File: src/sv/scm_pkg.sv
// shared types, constants and helpers for the scalar to rgba colormap
`timescale 1ns / 1ps
package scm_pkg;

	localparam int MAX_ANCHORS = 6;
	localparam int COLOR_TOP   = 255;
	localparam int CFG_IDX_W   = 3;
	localparam int CFG_DATA_W  = 48;
	localparam int NUM_W       = 42;
	localparam int QUO_W       = 8;

	localparam logic [CFG_IDX_W-1:0] REG_RANGE_MIN = 3'd0;
	localparam logic [CFG_IDX_W-1:0] REG_RANGE_MAX = 3'd1;
	localparam logic [CFG_IDX_W-1:0] REG_ANCH_CNT  = 3'd2;
	localparam logic [CFG_IDX_W-1:0] REG_PAIR_01   = 3'd3;
	localparam logic [CFG_IDX_W-1:0] REG_PAIR_23   = 3'd4;
	localparam logic [CFG_IDX_W-1:0] REG_PAIR_45   = 3'd5;

	typedef struct packed {
		logic signed [31:0] sample;
		logic               sample_finite;
	} in_t;

	typedef struct packed {
		logic [7:0] red;
		logic [7:0] green;
		logic [7:0] blue;
		logic [7:0] alpha;
	} out_t;

	typedef struct packed {
		logic signed [31:0] range_minimum;
		logic signed [31:0] range_maximum;
		logic [2:0]         anchor_count;
		logic [47:0]        anchor_pair_01;
		logic [47:0]        anchor_pair_23;
		logic [47:0]        anchor_pair_45;
	} cfg_t;

	typedef struct packed {
		logic invalid;
		logic sat;
	} flag_t;

	typedef struct packed {
		flag_t            flg;
		logic [NUM_W-1:0] num;
		logic [31:0]      den;
	} div_in_t;

	typedef struct packed {
		flag_t            flg;
		logic [QUO_W-1:0] quo;
	} div_out_t;

	function automatic logic [23:0] anchor_get(cfg_t c, logic [2:0] k);
		logic [23:0] res;
		unique case (k)
			3'd0:    res = c.anchor_pair_01[23:0];
			3'd1:    res = c.anchor_pair_01[47:24];
			3'd2:    res = c.anchor_pair_23[23:0];
			3'd3:    res = c.anchor_pair_23[47:24];
			3'd4:    res = c.anchor_pair_45[23:0];
			3'd5:    res = c.anchor_pair_45[47:24];
			default: res = 24'd0;
		endcase
		return res;
	endfunction

endpackage

File: src/sv/scm_front.sv
// range offset, validity checks and rounding numerator for the index divide
`timescale 1ns / 1ps
module scm_front (
	input  logic             clk,
	input  logic             arst_n,
	input  logic             in_valid,
	output logic             in_stall,
	input  scm_pkg::in_t     in_data,
	input  scm_pkg::cfg_t    cfg,
	output logic             dn_valid,
	input  logic             dn_stall,
	output scm_pkg::div_in_t dn_data
);
	import scm_pkg::*;

	logic               v_s1, v_s2;
	logic signed [32:0] diff_s1, den_s1;
	logic               inv_s1, neg_s1, sat_s1;
	div_in_t            d_s2;
	logic               rdy1, rdy2;
	logic signed [32:0] diff_c, den_c;

	assign rdy2     = !v_s2 || !dn_stall;
	assign rdy1     = !v_s1 || rdy2;
	assign in_stall = !rdy1;

	assign diff_c = 33'(in_data.sample) - 33'(cfg.range_minimum);
	assign den_c  = 33'(cfg.range_maximum) - 33'(cfg.range_minimum);

	always_ff @(posedge clk or negedge arst_n) begin
		if (!arst_n) begin
			v_s1 <= 1'b0;
			v_s2 <= 1'b0;
		end else begin
			if (rdy1) v_s1 <= in_valid;
			if (rdy2) v_s2 <= v_s1;
		end
	end

	always_ff @(posedge clk) begin
		if (rdy1 && in_valid) begin
			diff_s1 <= diff_c;
			den_s1  <= den_c;
			inv_s1  <= !in_data.sample_finite || !(cfg.range_maximum > cfg.range_minimum);
			neg_s1  <= diff_c < 0;
			sat_s1  <= diff_c >= den_c;
		end
		if (rdy2 && v_s1) begin
			d_s2.flg.invalid <= inv_s1;
			d_s2.flg.sat     <= sat_s1;
			d_s2.den         <= den_s1[31:0];
			// 2*255*diff + den, divided later by 2*den gives the rounded index
			if (neg_s1 || sat_s1)
				d_s2.num <= '0;
			else
				d_s2.num <= NUM_W'(diff_s1[31:0]) * NUM_W'(2 * COLOR_TOP)
					+ NUM_W'(den_s1[31:0]);
		end
	end

	assign dn_valid = v_s2;
	assign dn_data  = d_s2;
endmodule

File: src/sv/scm_div.sv
// one quotient bit per stage restoring divider for the color index
`timescale 1ns / 1ps
module scm_div (
	input  logic              clk,
	input  logic              arst_n,
	input  logic              up_valid,
	output logic              up_stall,
	input  scm_pkg::div_in_t  up_data,
	output logic              dn_valid,
	input  logic              dn_stall,
	output scm_pkg::div_out_t dn_data
);
	import scm_pkg::*;

	logic             v_s   [QUO_W];
	logic [NUM_W-1:0] rem_s [QUO_W];
	logic [31:0]      den_s [QUO_W];
	logic [QUO_W-1:0] quo_s [QUO_W];
	flag_t            flg_s [QUO_W];
	logic             rdy   [QUO_W];

	for (genvar i = 0; i < QUO_W; i++) begin : g_stage
		localparam int BIT = QUO_W - 1 - i;
		logic             pv;
		logic [NUM_W-1:0] prem;
		logic [31:0]      pden;
		logic [QUO_W-1:0] pquo;
		flag_t            pflg;
		logic [NUM_W-1:0] dsh;
		logic [NUM_W:0]   trial;

		if (i == 0) begin : g_first
			assign pv   = up_valid;
			assign prem = up_data.num;
			assign pden = up_data.den;
			assign pquo = '0;
			assign pflg = up_data.flg;
		end else begin : g_next
			assign pv   = v_s[i-1];
			assign prem = rem_s[i-1];
			assign pden = den_s[i-1];
			assign pquo = quo_s[i-1];
			assign pflg = flg_s[i-1];
		end

		if (i == QUO_W - 1) begin : g_last
			assign rdy[i] = !v_s[i] || !dn_stall;
		end else begin : g_mid
			assign rdy[i] = !v_s[i] || rdy[i+1];
		end

		// divisor is twice the range width, aligned to this bit
		assign dsh   = NUM_W'({pden, 1'b0}) << BIT;
		assign trial = {1'b0, prem} - {1'b0, dsh};

		always_ff @(posedge clk or negedge arst_n) begin
			if (!arst_n) v_s[i] <= 1'b0;
			else if (rdy[i]) v_s[i] <= pv;
		end

		always_ff @(posedge clk) begin
			if (rdy[i] && pv) begin
				den_s[i] <= pden;
				flg_s[i] <= pflg;
				if (!trial[NUM_W]) begin
					rem_s[i] <= trial[NUM_W-1:0];
					quo_s[i] <= pquo | (QUO_W'(1) << BIT);
				end else begin
					rem_s[i] <= prem;
					quo_s[i] <= pquo;
				end
			end
		end
	end

	assign up_stall    = !rdy[0];
	assign dn_valid    = v_s[QUO_W-1];
	assign dn_data.flg = flg_s[QUO_W-1];
	assign dn_data.quo = quo_s[QUO_W-1];
endmodule

File: src/sv/scm_blend.sv
// anchor placement and per channel linear blend with exact rounding
`timescale 1ns / 1ps
module scm_blend (
	input  logic              clk,
	input  logic              arst_n,
	input  logic              up_valid,
	output logic              up_stall,
	input  scm_pkg::div_out_t up_data,
	input  scm_pkg::cfg_t     cfg,
	output logic              dn_valid,
	input  logic              dn_stall,
	output scm_pkg::out_t     dn_data
);
	import scm_pkg::*;

	logic        v_s1, v_s2, v_s3, v_s4;
	logic        rdy1, rdy2, rdy3, rdy4;
	logic        inv_s1, inv_s2, inv_s3;
	logic [2:0]  left_s1, right_s1;
	logic [7:0]  r_s1;
	logic [16:0] w_s2 [3];
	logic [16:0] w_s3 [3];
	logic [8:0]  q0_s3 [3];
	out_t        out_s4;

	logic [2:0]  n_c, nm1_c, left_c;
	logic [7:0]  idx_c;
	logic [10:0] prod_c, rem_c;
	logic [23:0] a_c, b_c;
	logic [7:0]  ch_c [3];

	assign rdy4     = !v_s4 || !dn_stall;
	assign rdy3     = !v_s3 || rdy4;
	assign rdy2     = !v_s2 || rdy3;
	assign rdy1     = !v_s1 || rdy2;
	assign up_stall = !rdy1;

	always_comb begin
		if (cfg.anchor_count < 3'd2)
			n_c = 3'd2;
		else if (cfg.anchor_count > 3'(MAX_ANCHORS))
			n_c = 3'(MAX_ANCHORS);
		else
			n_c = cfg.anchor_count;
		nm1_c  = n_c - 3'd1;
		idx_c  = up_data.flg.sat ? 8'(COLOR_TOP) : up_data.quo;
		prod_c = 11'(idx_c) * 11'(nm1_c);
		left_c = 3'(prod_c >= 11'(COLOR_TOP)) + 3'(prod_c >= 11'(2 * COLOR_TOP))
			+ 3'(prod_c >= 11'(3 * COLOR_TOP)) + 3'(prod_c >= 11'(4 * COLOR_TOP))
			+ 3'(prod_c >= 11'(5 * COLOR_TOP));
		rem_c  = prod_c - 11'(left_c) * 11'(COLOR_TOP);
	end

	assign a_c = anchor_get(cfg, left_s1);
	assign b_c = anchor_get(cfg, right_s1);

	always_ff @(posedge clk or negedge arst_n) begin
		if (!arst_n) begin
			v_s1 <= 1'b0;
			v_s2 <= 1'b0;
			v_s3 <= 1'b0;
			v_s4 <= 1'b0;
		end else begin
			if (rdy1) v_s1 <= up_valid;
			if (rdy2) v_s2 <= v_s1;
			if (rdy3) v_s3 <= v_s2;
			if (rdy4) v_s4 <= v_s3;
		end
	end

	always_ff @(posedge clk) begin
		if (rdy1 && up_valid) begin
			inv_s1   <= up_data.flg.invalid;
			left_s1  <= left_c;
			right_s1 <= (left_c + 3'd1 < nm1_c) ? left_c + 3'd1 : nm1_c;
			r_s1     <= rem_c[7:0];
		end
		if (rdy2 && v_s1) begin
			inv_s2 <= inv_s1;
			for (int c = 0; c < 3; c++) begin
				// left*(255-r) + right*r, doubled plus 255 for round half up
				w_s2[c] <= 17'(({1'b0, 16'(a_c[16-8*c +: 8]) * 16'(8'(COLOR_TOP) - r_s1)
					+ 16'(b_c[16-8*c +: 8]) * 16'(r_s1)}) << 1) + 17'(COLOR_TOP);
			end
		end
		if (rdy3 && v_s2) begin
			inv_s3 <= inv_s2;
			for (int c = 0; c < 3; c++) begin
				w_s3[c]  <= w_s2[c];
				// w*257 >> 17 is w/510 rounded down, at most one short
				q0_s3[c] <= 9'((26'(w_s2[c]) * 26'd257) >> 17);
			end
		end
		if (rdy4 && v_s3) begin
			out_s4.red   <= inv_s3 ? 8'd0 : ch_c[0];
			out_s4.green <= inv_s3 ? 8'd0 : ch_c[1];
			out_s4.blue  <= inv_s3 ? 8'd0 : ch_c[2];
			out_s4.alpha <= inv_s3 ? 8'd0 : 8'(COLOR_TOP);
		end
	end

	always_comb begin
		for (int c = 0; c < 3; c++) begin
			logic [8:0] q;
			q = (19'(w_s3[c]) >= (19'(q0_s3[c]) + 19'd1) * 19'(2 * COLOR_TOP))
				? q0_s3[c] + 9'd1 : q0_s3[c];
			ch_c[c] = q[8] ? 8'd255 : q[7:0];
		end
	end

	assign dn_valid = v_s4;
	assign dn_data  = out_s4;
endmodule

File: src/sv/scalar_to_rgba_colormap.sv
// top level of the scalar to rgba colormap pipeline
`timescale 1ns / 1ps
// maps a signed q16.16 sample to an rgba color by linear blending between
// up to six color anchors spread evenly over a 256-level index
// input channel: in_valid / in_stall / in_data, one sample per transaction
// output channel: out_valid / out_stall / out_data, one color per transaction
// config port: cfg_wr_en writes cfg_wdata to register cfg_index at the clock
// edge; indexes past the anchor pairs are ignored; write only while idle
// stages from accept to result: 2 front stages, 8 divider stages that each
// resolve one index bit, then 4 blend stages
// throughput: one transaction per cycle while out_stall is low, set by the fully pipelined divider
// a stalled receiver freezes only the stages that hold data; empty stages
// keep filling, so in_stall rises once every stage holds a transaction
// invalid sample or empty range gives an all-zero color
// reset empties the pipe and loads black to white over one anchor gap
module scalar_to_rgba_colormap (
	input  logic                              clk,
	input  logic                              arst_n,
	input  logic                              in_valid,
	output logic                              in_stall,
	input  scm_pkg::in_t                      in_data,
	output logic                              out_valid,
	input  logic                              out_stall,
	output scm_pkg::out_t                     out_data,
	input  logic                              cfg_wr_en,
	input  logic [scm_pkg::CFG_IDX_W-1:0]     cfg_index,
	input  logic [scm_pkg::CFG_DATA_W-1:0]    cfg_wdata
);
	import scm_pkg::*;

	cfg_t     cfg_q;
	logic     f_valid, f_stall, d_valid, d_stall;
	div_in_t  f_data;
	div_out_t d_data;

	// configuration registers
	always_ff @(posedge clk or negedge arst_n) begin
		if (!arst_n) begin
			cfg_q.range_minimum  <= 32'sd0;
			cfg_q.range_maximum  <= 32'sd65536;
			cfg_q.anchor_count   <= 3'd2;
			cfg_q.anchor_pair_01 <= 48'hFFFFFF000000;
			cfg_q.anchor_pair_23 <= '0;
			cfg_q.anchor_pair_45 <= '0;
		end else if (cfg_wr_en) begin
			unique case (cfg_index)
				REG_RANGE_MIN: cfg_q.range_minimum  <= cfg_wdata[31:0];
				REG_RANGE_MAX: cfg_q.range_maximum  <= cfg_wdata[31:0];
				REG_ANCH_CNT:  cfg_q.anchor_count   <= cfg_wdata[2:0];
				REG_PAIR_01:   cfg_q.anchor_pair_01 <= cfg_wdata;
				REG_PAIR_23:   cfg_q.anchor_pair_23 <= cfg_wdata;
				REG_PAIR_45:   cfg_q.anchor_pair_45 <= cfg_wdata;
				default: ;
			endcase
		end
	end

	// offset, range checks and rounding numerator
	scm_front u_front (
		.clk      (clk),
		.arst_n   (arst_n),
		.in_valid (in_valid),
		.in_stall (in_stall),
		.in_data  (in_data),
		.cfg      (cfg_q),
		.dn_valid (f_valid),
		.dn_stall (f_stall),
		.dn_data  (f_data)
	);

	// index = rounded offset*255/range, one bit per stage
	scm_div u_div (
		.clk      (clk),
		.arst_n   (arst_n),
		.up_valid (f_valid),
		.up_stall (f_stall),
		.up_data  (f_data),
		.dn_valid (d_valid),
		.dn_stall (d_stall),
		.dn_data  (d_data)
	);

	// anchor lookup and per channel blend
	scm_blend u_blend (
		.clk      (clk),
		.arst_n   (arst_n),
		.up_valid (d_valid),
		.up_stall (d_stall),
		.up_data  (d_data),
		.cfg      (cfg_q),
		.dn_valid (out_valid),
		.dn_stall (out_stall),
		.dn_data  (out_data)
	);
endmodule

File: config.mk
export PLATFORM = sky130hd
export DESIGN_NAME = scalar_to_rgba_colormap
export DESIGN_NICKNAME = d
export VERILOG_FILES = /design/src/sv/scm_pkg.sv /design/src/sv/scm_front.sv /design/src/sv/scm_div.sv /design/src/sv/scm_blend.sv /design/src/sv/scalar_to_rgba_colormap.sv
export SDC_FILE = /design/constraint.sdc
export NUM_CORES = 2
export LEC_CHECK = 0
export BUFFER_PORTS_ARGS = -buffer_cell sky130_fd_sc_hd__buf_2
export CORE_MARGIN = 2
export CORE_UTILIZATION = 40
export CTS_BUF_LIST = sky130_fd_sc_hd__clkbuf_2 sky130_fd_sc_hd__clkbuf_4 sky130_fd_sc_hd__clkbuf_8
export DETAILED_ROUTE_END_ITERATION = 8
export MAX_ROUTING_LAYER = met4
export PLACE_DENSITY = 0.54
export RECOVER_POWER = 25
export SLEW_MARGIN = 20
export SYNTH_ARGS = -nofsm -noshare
export SYNTH_HDL_FRONTEND = slang
export SYNTH_SLANG_ARGS = --single-unit
File: constraint.sdc
create_clock -name clk -period 7.6 [get_ports clk]
set_input_delay 0.76 -clock clk [delete_from_list [all_inputs] [get_ports clk]]
set_output_delay 0.76 -clock clk [all_outputs]
set_load 0.01 [all_outputs]
Yosys cells after proc, flatten, opt, wreduce, memory -nomap -nowiden
Memory sizes are Yosys's and may differ from the RTL's.
Index checks and enable logic that the tools add are counted.
{ "classes": {"n_mux": 97, "n_mul": 15, "magnitude_cmp": 14, "n_eq_ne": 15, "reduce_logical": 57, "add_sub_neg": 31, "bitwise": 16} }
{ "ops": {"columns": ["op", "count"], "rows": [
  ["$mux W42", 8],
  ["$pmux W24 S6", 2],
  ["$mux W8", 13],
  ["$mul A17 B9 Y26 const B", 3],
  ["$mux W1", 68],
  ["$sub A32 B32 Y33", 2],
  ["$ge A17 B19 Y1", 3],
  ["$mul A19 B8 Y18 const B", 3],
  ["$add A17 B8 Y17 const B", 3],
  ["$add A16 B16 Y16", 3],
  ["$mul A8 B16 Y16", 3],
  ["$mul A8 B8 Y16", 3],
  ["$sub A42 B33 Y43", 1],
  ["$sub A42 B34 Y43", 1],
  ["$sub A42 B35 Y43", 1],
  ["$sub A42 B36 Y43", 1],
  ["$sub A42 B37 Y43", 1],
  ["$sub A42 B38 Y43", 1],
  ["$sub A42 B39 Y43", 1],
  ["$sub A42 B40 Y43", 1],
  ["$add A41 B32 Y42", 1],
  ["$mul A32 B8 Y40 const B", 1],
  ["$ge A33 B33 Y1", 1],
  ["$lt A33 B1 Y1 const B", 1],
  ["other kinds (29)", 119]
]} }
{ "totals": {"mem_count": 7, "register_bits": 417, "mem_bits_rw": 801, "output_inout_bits": 34} }
{ "mem_list": {"columns": ["memory", "words", "word_bits", "read_ports", "rd_clocked_by_memory_dff", "wr", "line_no", "text"], "rows": [
  ["u_div.rem_s", 8, 42, 7, 0, 8, "scm_div.sv:16", "logic [NUM_W-1:0] rem_s [QUO_W];"],
  ["u_div.den_s", 8, 32, 7, 0, 8, "scm_div.sv:17", "logic [31:0] den_s [QUO_W];"],
  ["u_div.quo_s", 8, 8, 8, 0, 8, "scm_div.sv:18", "logic [QUO_W-1:0] quo_s [QUO_W];"],
  ["u_blend.w_s2", 3, 17, 3, 0, 3, "scm_blend.sv:21", "logic [16:0] w_s2 [3];"],
  ["u_blend.w_s3", 3, 17, 3, 0, 3, "scm_blend.sv:22", "logic [16:0] w_s3 [3];"],
  ["u_blend.q0_s3", 3, 9, 3, 0, 3, "scm_blend.sv:23", "logic [8:0] q0_s3 [3];"],
  ["1 more memories", null, null, null, null, null, null, null]
]} }

Longest topological paths before layout
{ "depth": {"ltp_word": 17, "ltp_mapped": 38} }

Cells and area by module
From an unflattened synthesis, not the netlist that was laid out.
{ "unflattened": {"hier_cells": 8560, "hier_area_um2": 89223.1} }
{ "by_module_without_submodules": {"columns": ["module", "area_per_inst_um2", "seq_area_each_um2", "n_inst", "cells_per_inst"], "rows": [
  ["scm_div", 33712.3, 17106.4, 1, 3193],
  ["scm_blend", 31248.7, 5054.8, 1, 3275],
  ["scm_front", 16233.1, 4344.2, 1, 1642],
  ["scalar_to_rgba_colormap", 8029.0, 5312.6, 1, 450]
]} }

Worst setup path after synthesis
Ideal clock, no wire load.
{ "synth_timing": {"path_type": "register to register", "from": "register cfg_q[145] (netlist bit)", "to": "register u_blend.r_s1[7], data pin", "setup_time_ps": 259, "slack_ps": -595, "required_time_ps": 7341, "synth_period_minus_slack_ps": 8195, "stages_incl_launch_ff": 38, "t_arrival_ps": 7935, "path_cell_list": "dfstp_2 > xor2_1 > and2_1 > clkbuf_1 > inv_1 > ha_1 > clkbuf_1 > or2_2 > fa_1 > inv_1 > ha_1 > a21o_1 > a21oi_1 > o21bai_1 > a21oi_1 > o21bai_1 > a21oi_1 > xor2_1 > (+2 left out) > ha_1 > fa_1 > ha_1 > inv_1 > fa_1 > xor2_1 > ha_1 > inv_1 > ha_1 > inv_1 > ha_1 > a21boi_0 > o21a_1 > o21ai_0 > nand2b_1 > a21o_1 > a21oi_1 > xnor2_1"} }
{ "synth_between": {"elab_chain_cells": 12, "elab_cells_between_ends": 17, "classes_between": "6 x add/sub; 2 x mul; 7 x order compare; 2 x mux"} }
{ "synth_rtl": {"columns": ["item", "line_no", "text"], "rows": [
  ["start, declared", "scalar_to_rgba_colormap.sv:31", "cfg_t cfg_q;"],
  ["$gt A3 B3 Y1", "scm_blend.sv:41", "else if (cfg.anchor_count > 3'(MAX_ANCHORS))"],
  ["$mux W3", "scm_blend.sv:41", null],
  ["$mux W3 (*)", "scm_blend.sv:39", "if (cfg.anchor_count < 3'd2)"],
  ["$sub A3 B1 Y3 (*)", "scm_blend.sv:45", "nm1_c = n_c - 3'd1;"],
  ["$mul A8 B3 Y11 (*)", "scm_blend.sv:47", "prod_c = 11'(idx_c) * 11'(nm1_c);"],
  ["$ge A11 B8 Y1 / $ge A11 B9 Y1 (equally long branches)", "scm_blend.sv:48", "left_c = 3'(prod_c >= 11'(COLOR_TOP)) + 3'(prod_c >= 11'(2 * COLOR_TOP))"],
  ["$add A1 B1 Y2", "scm_blend.sv:48", null],
  ["$add A3 B1 Y3 (2 in a row)", "scm_blend.sv:49", "+ 3'(prod_c >= 11'(3 * COLOR_TOP)) + 3'(prod_c >= 11'(4 * COLOR_TOP))"],
  ["$add A3 B1 Y3", "scm_blend.sv:50", "+ 3'(prod_c >= 11'(5 * COLOR_TOP));"],
  ["$mul A3 B8 Y8", "scm_blend.sv:51", "rem_c = prod_c - 11'(left_c) * 11'(COLOR_TOP);"],
  ["$sub A8 B8 Y8 (*)", "scm_blend.sv:51", null],
  ["named net u_blend.rem_c[7]", "scm_blend.sv:28", "logic [10:0] prod_c, rem_c;"],
  ["end signal, assigned", "scm_blend.sv:76", "r_s1 <= rem_c[7:0];"],
  ["end, declared", "scm_blend.sv:20", "logic [7:0] r_s1;"]
]} }
The timed path passes the listed nets; every way through them passes the cells marked *.
A chain may end at the register's enable or synchronous reset.

==> results.toml <==
[run_status]
result_of_the_run = "finished, violations left"
violated_checks = "capacitance limit, slew limit"

[sta]
achievable-frequency_ghz = 0.133
grt_setup_unrepaired = "yes"
period_needed_ns = 7.53
final.period_utilization = 0.991
final.setup.tns_ns = 0
slew_headroom = -3.22
worst_clk_skew_ns = 0.0574
final_hold_viol_count = 0
timing.final.max_slew_violations = 248
setup_viol = 0
worstMarginPinSlew_ns = 6.33

[logic_synthesis]
muxShareOfSynthArea = 0.0402
synthFlopType = "edfxtp_1"
area_contributors_post_synth = "edfxtp_1, fa_1, ha_1"
async_reset_ff_frac = 0.205
post_synth_inst_count = 8420
synth_top_family_by_area = "adder cells"
synth_seq_cells = 1095
synth_xor_area_frac = 0.0516
synth_enable_flop_cells = 870
netlist_area_um2 = 88400
synth-simple-area-share = 0.106
number_of_library_cell_types_mapped_by_synthesis = 90
synth.yosys.warnings = 0
synthesized_area_divided_by_synthesized_cell_count_um2 = 10.5
area_share_of_the_leading_cell_type_in_the_synthesized_netlist = 0.296
most_area_hungry_cell_type_in_the_yosys_netlist = "edfxtp_1"
synth-adder-area-share = 0.257
synth_compound_gate_area_share = 0.124
synth-seq-area-share = 0.360

[grt]
grt_max_degree = 120
grt_overflow_total = 0
global_route_wire_length_before_repair_um = 359000
first_global_vias = 62900
grtUsageTotal = 0.210
antenna_violations_before_repair = 15

[layout]
layout-area-overhead-vs-synth_pct = 11.8
nets = 10400
ff_latch_area_um2 = 31800
num-fill-cells = 20700
stdcell_count = 11900
mostFrequentLayoutCell = "inv_1"
layout.cells.most_common_list = "inv_1, ha_1, edfxtp_1"
area_of_the_multi_input_gates_um2 = 51700
final_layout_size_suffix_gt1_frac = 0.128

[worst_setup_path]
critical-path-top-cell-by-count = "fa_1"
reg2reg_from = "u_blend.right_s1[1]"
worst-r2r-setup-slack_ns = 0.07
startpoint = "u_blend.right_s1[1]"
timing.setup.critical_path_class = "flip-flop to flip-flop"
endpoint_kind = "flip-flop"
critical-path-slowest-cell = "fa_1"
worst_setup_path_start_kind = "flip-flop"
crit_arrival_ns = 8.19
worst_ep_required_time_ns = 8.26
rr_endpoint = "u_blend.w_s2[0][33]"
critPathMaxFanout = 7
r2r_cells = 26
critical-path-max-stage-delay_ns = 0.54

[routing]
vias = 62300
ant_nets = 0
via_per_inst = 5.21
drt-pass1-iter-count = 6
wire_per_inst_um = 19.0
drt_drc_violations_left = 0
postRouteWirelength_um = 227000
drtIter0Drc = 3757

[die]
chip_height_um = 474
std_cell_rows = 172
core-area_um2 = 220000
initial_utilization = 0.402
die_w_um = 474
fp.dieArea_um2 = 225000
io_pins = 123

[hold_path]
min_path_cells = 3
startpoint_of_the_lowest_slack_hold_path = "cfg_wdata[24]"
min_path_type = "primary input to flip-flop"
hold_end = "cfg_q[203]"

[clocking]
cts_max_level = 4
cts_num_sinks = 1095
ctsLongestPathBuffers = 3
root_buffer = "clkbuf_8"
cts.clk_slew.worst_paths_ns = 0.06
tritoncts = "built"
cts_inserted_buffers = 193
clock_latency_ns = 0.94

[placement]
place.gp.congestion = 0.906
port_buffers = 122
detailedPlacementHpwl_um = 182000
post-place-cells = 11500

[job]
max_cap_violations = 4
## worst max path at each step
stage                          endpoint  slack (ns)  cells past startpoint
floorplan               u_blend.r_s1[7]       -0.05                     37
global placement        u_blend.r_s1[7]       -0.16                     35
detailed placement      u_blend.r_s1[7]       -0.16                     38
CTS                     u_blend.r_s1[7]       0.004                     35
global route        u_blend.w_s2[0][33]       -0.27                     26
finish              u_blend.w_s2[0][33]        0.07                     26
## Yosys cell counts (all sizes together) (58+ instances only)
cell and number:
a211oi 58, a21o 263, a21oi 406, a22oi 65
a31oi 88, and2 93, and3 69, clkbuf 168
dfrtp 199, edfxtp 870, fa 579, ha 886
inv 1237, mux2 232, nand2 528, nand2b 182
nand3 138, nor2 432, nor2b 115, nor3 114
o21a 81, o21ai 394, xnor2 279, xor2 236
## logic make-up (layout without fill, tap and decap cells)
family / count (synthesis) / in the layout
DFF: 1095 / 1095
and+or+nand+nor: 1900 / 1900
muxes: 303 / 303
other: 2 / 17
adders and majority gates: 1465 / 1465
buffers and inverters: 1438 / 1988
xor gates and xnor gates: 517 / 517
AOI/OAI and AO/OA: 1700 / 1700
## cell type report
class	instances	share of cell area
diodes	11	0.000279
clock buffers	260	0.0327
repair buffers	399	0.0289
clock inverters	90	0.00833
multi-input cells	5891	0.524
well taps	2958	0.0375
inverters	1239	0.0472
flip-flops and latches	1095	0.322
## critical path, delay by kind of cell, from the launching register on
family	cells	cell delay [ns]
xor+xnor	1	0.42
simple gates	4	0.88
buf+inv	6	0.70
fa+ha+maj	7	3.43
compound gates	8	1.33
flops	1	0.47
## per-layer routing
layer	global-route usage	share of wire	vias to the layer above
met5	-	0	-
met4	0.0591	0.027	0
met3	0.0281	0.044	330
met2	0.318	0.45	1311
met1	0.294	0.48	30600
li1	-	-	30000
## registers in the layout (all words and copies together) (netlist names), 36 cells and up
register	flops
u_div.quo_s	36
u_front.dn_data	75
u_blend.w_s3	48
cfg_q	211
u_div.rem_s	287
u_div.den_s	224
u_blend.w_s2	48
## metrics by stage
stage	hold slack [ns]	worst slack, ns	util	instance area, um^2
after detailed placement	0.405	-0.163	0.428	94000
final	0.133	0.0718	0.450	98800
after CTS	0.0150	0.00430	0.447	98300
after global routing	0.0719	-0.269	0.450	98800
after floorplan	0.400	-0.0461	-	88400
after global placement	0.403	-0.163	0.428	94000
## what timing repair did
item                                    CTS  global route
resized for setup                        10            87
endpoints found under the setup margin    3            50
hold endpoints to repair                139             0
hold buffers                             18             0
pin swaps                                24            28
gates cloned                              0             0
setup buffers                            10             9
Power is left out: the tool's default activity adds up to more than one toggle a clock period on the data nets, which glitch-free logic cannot reach.
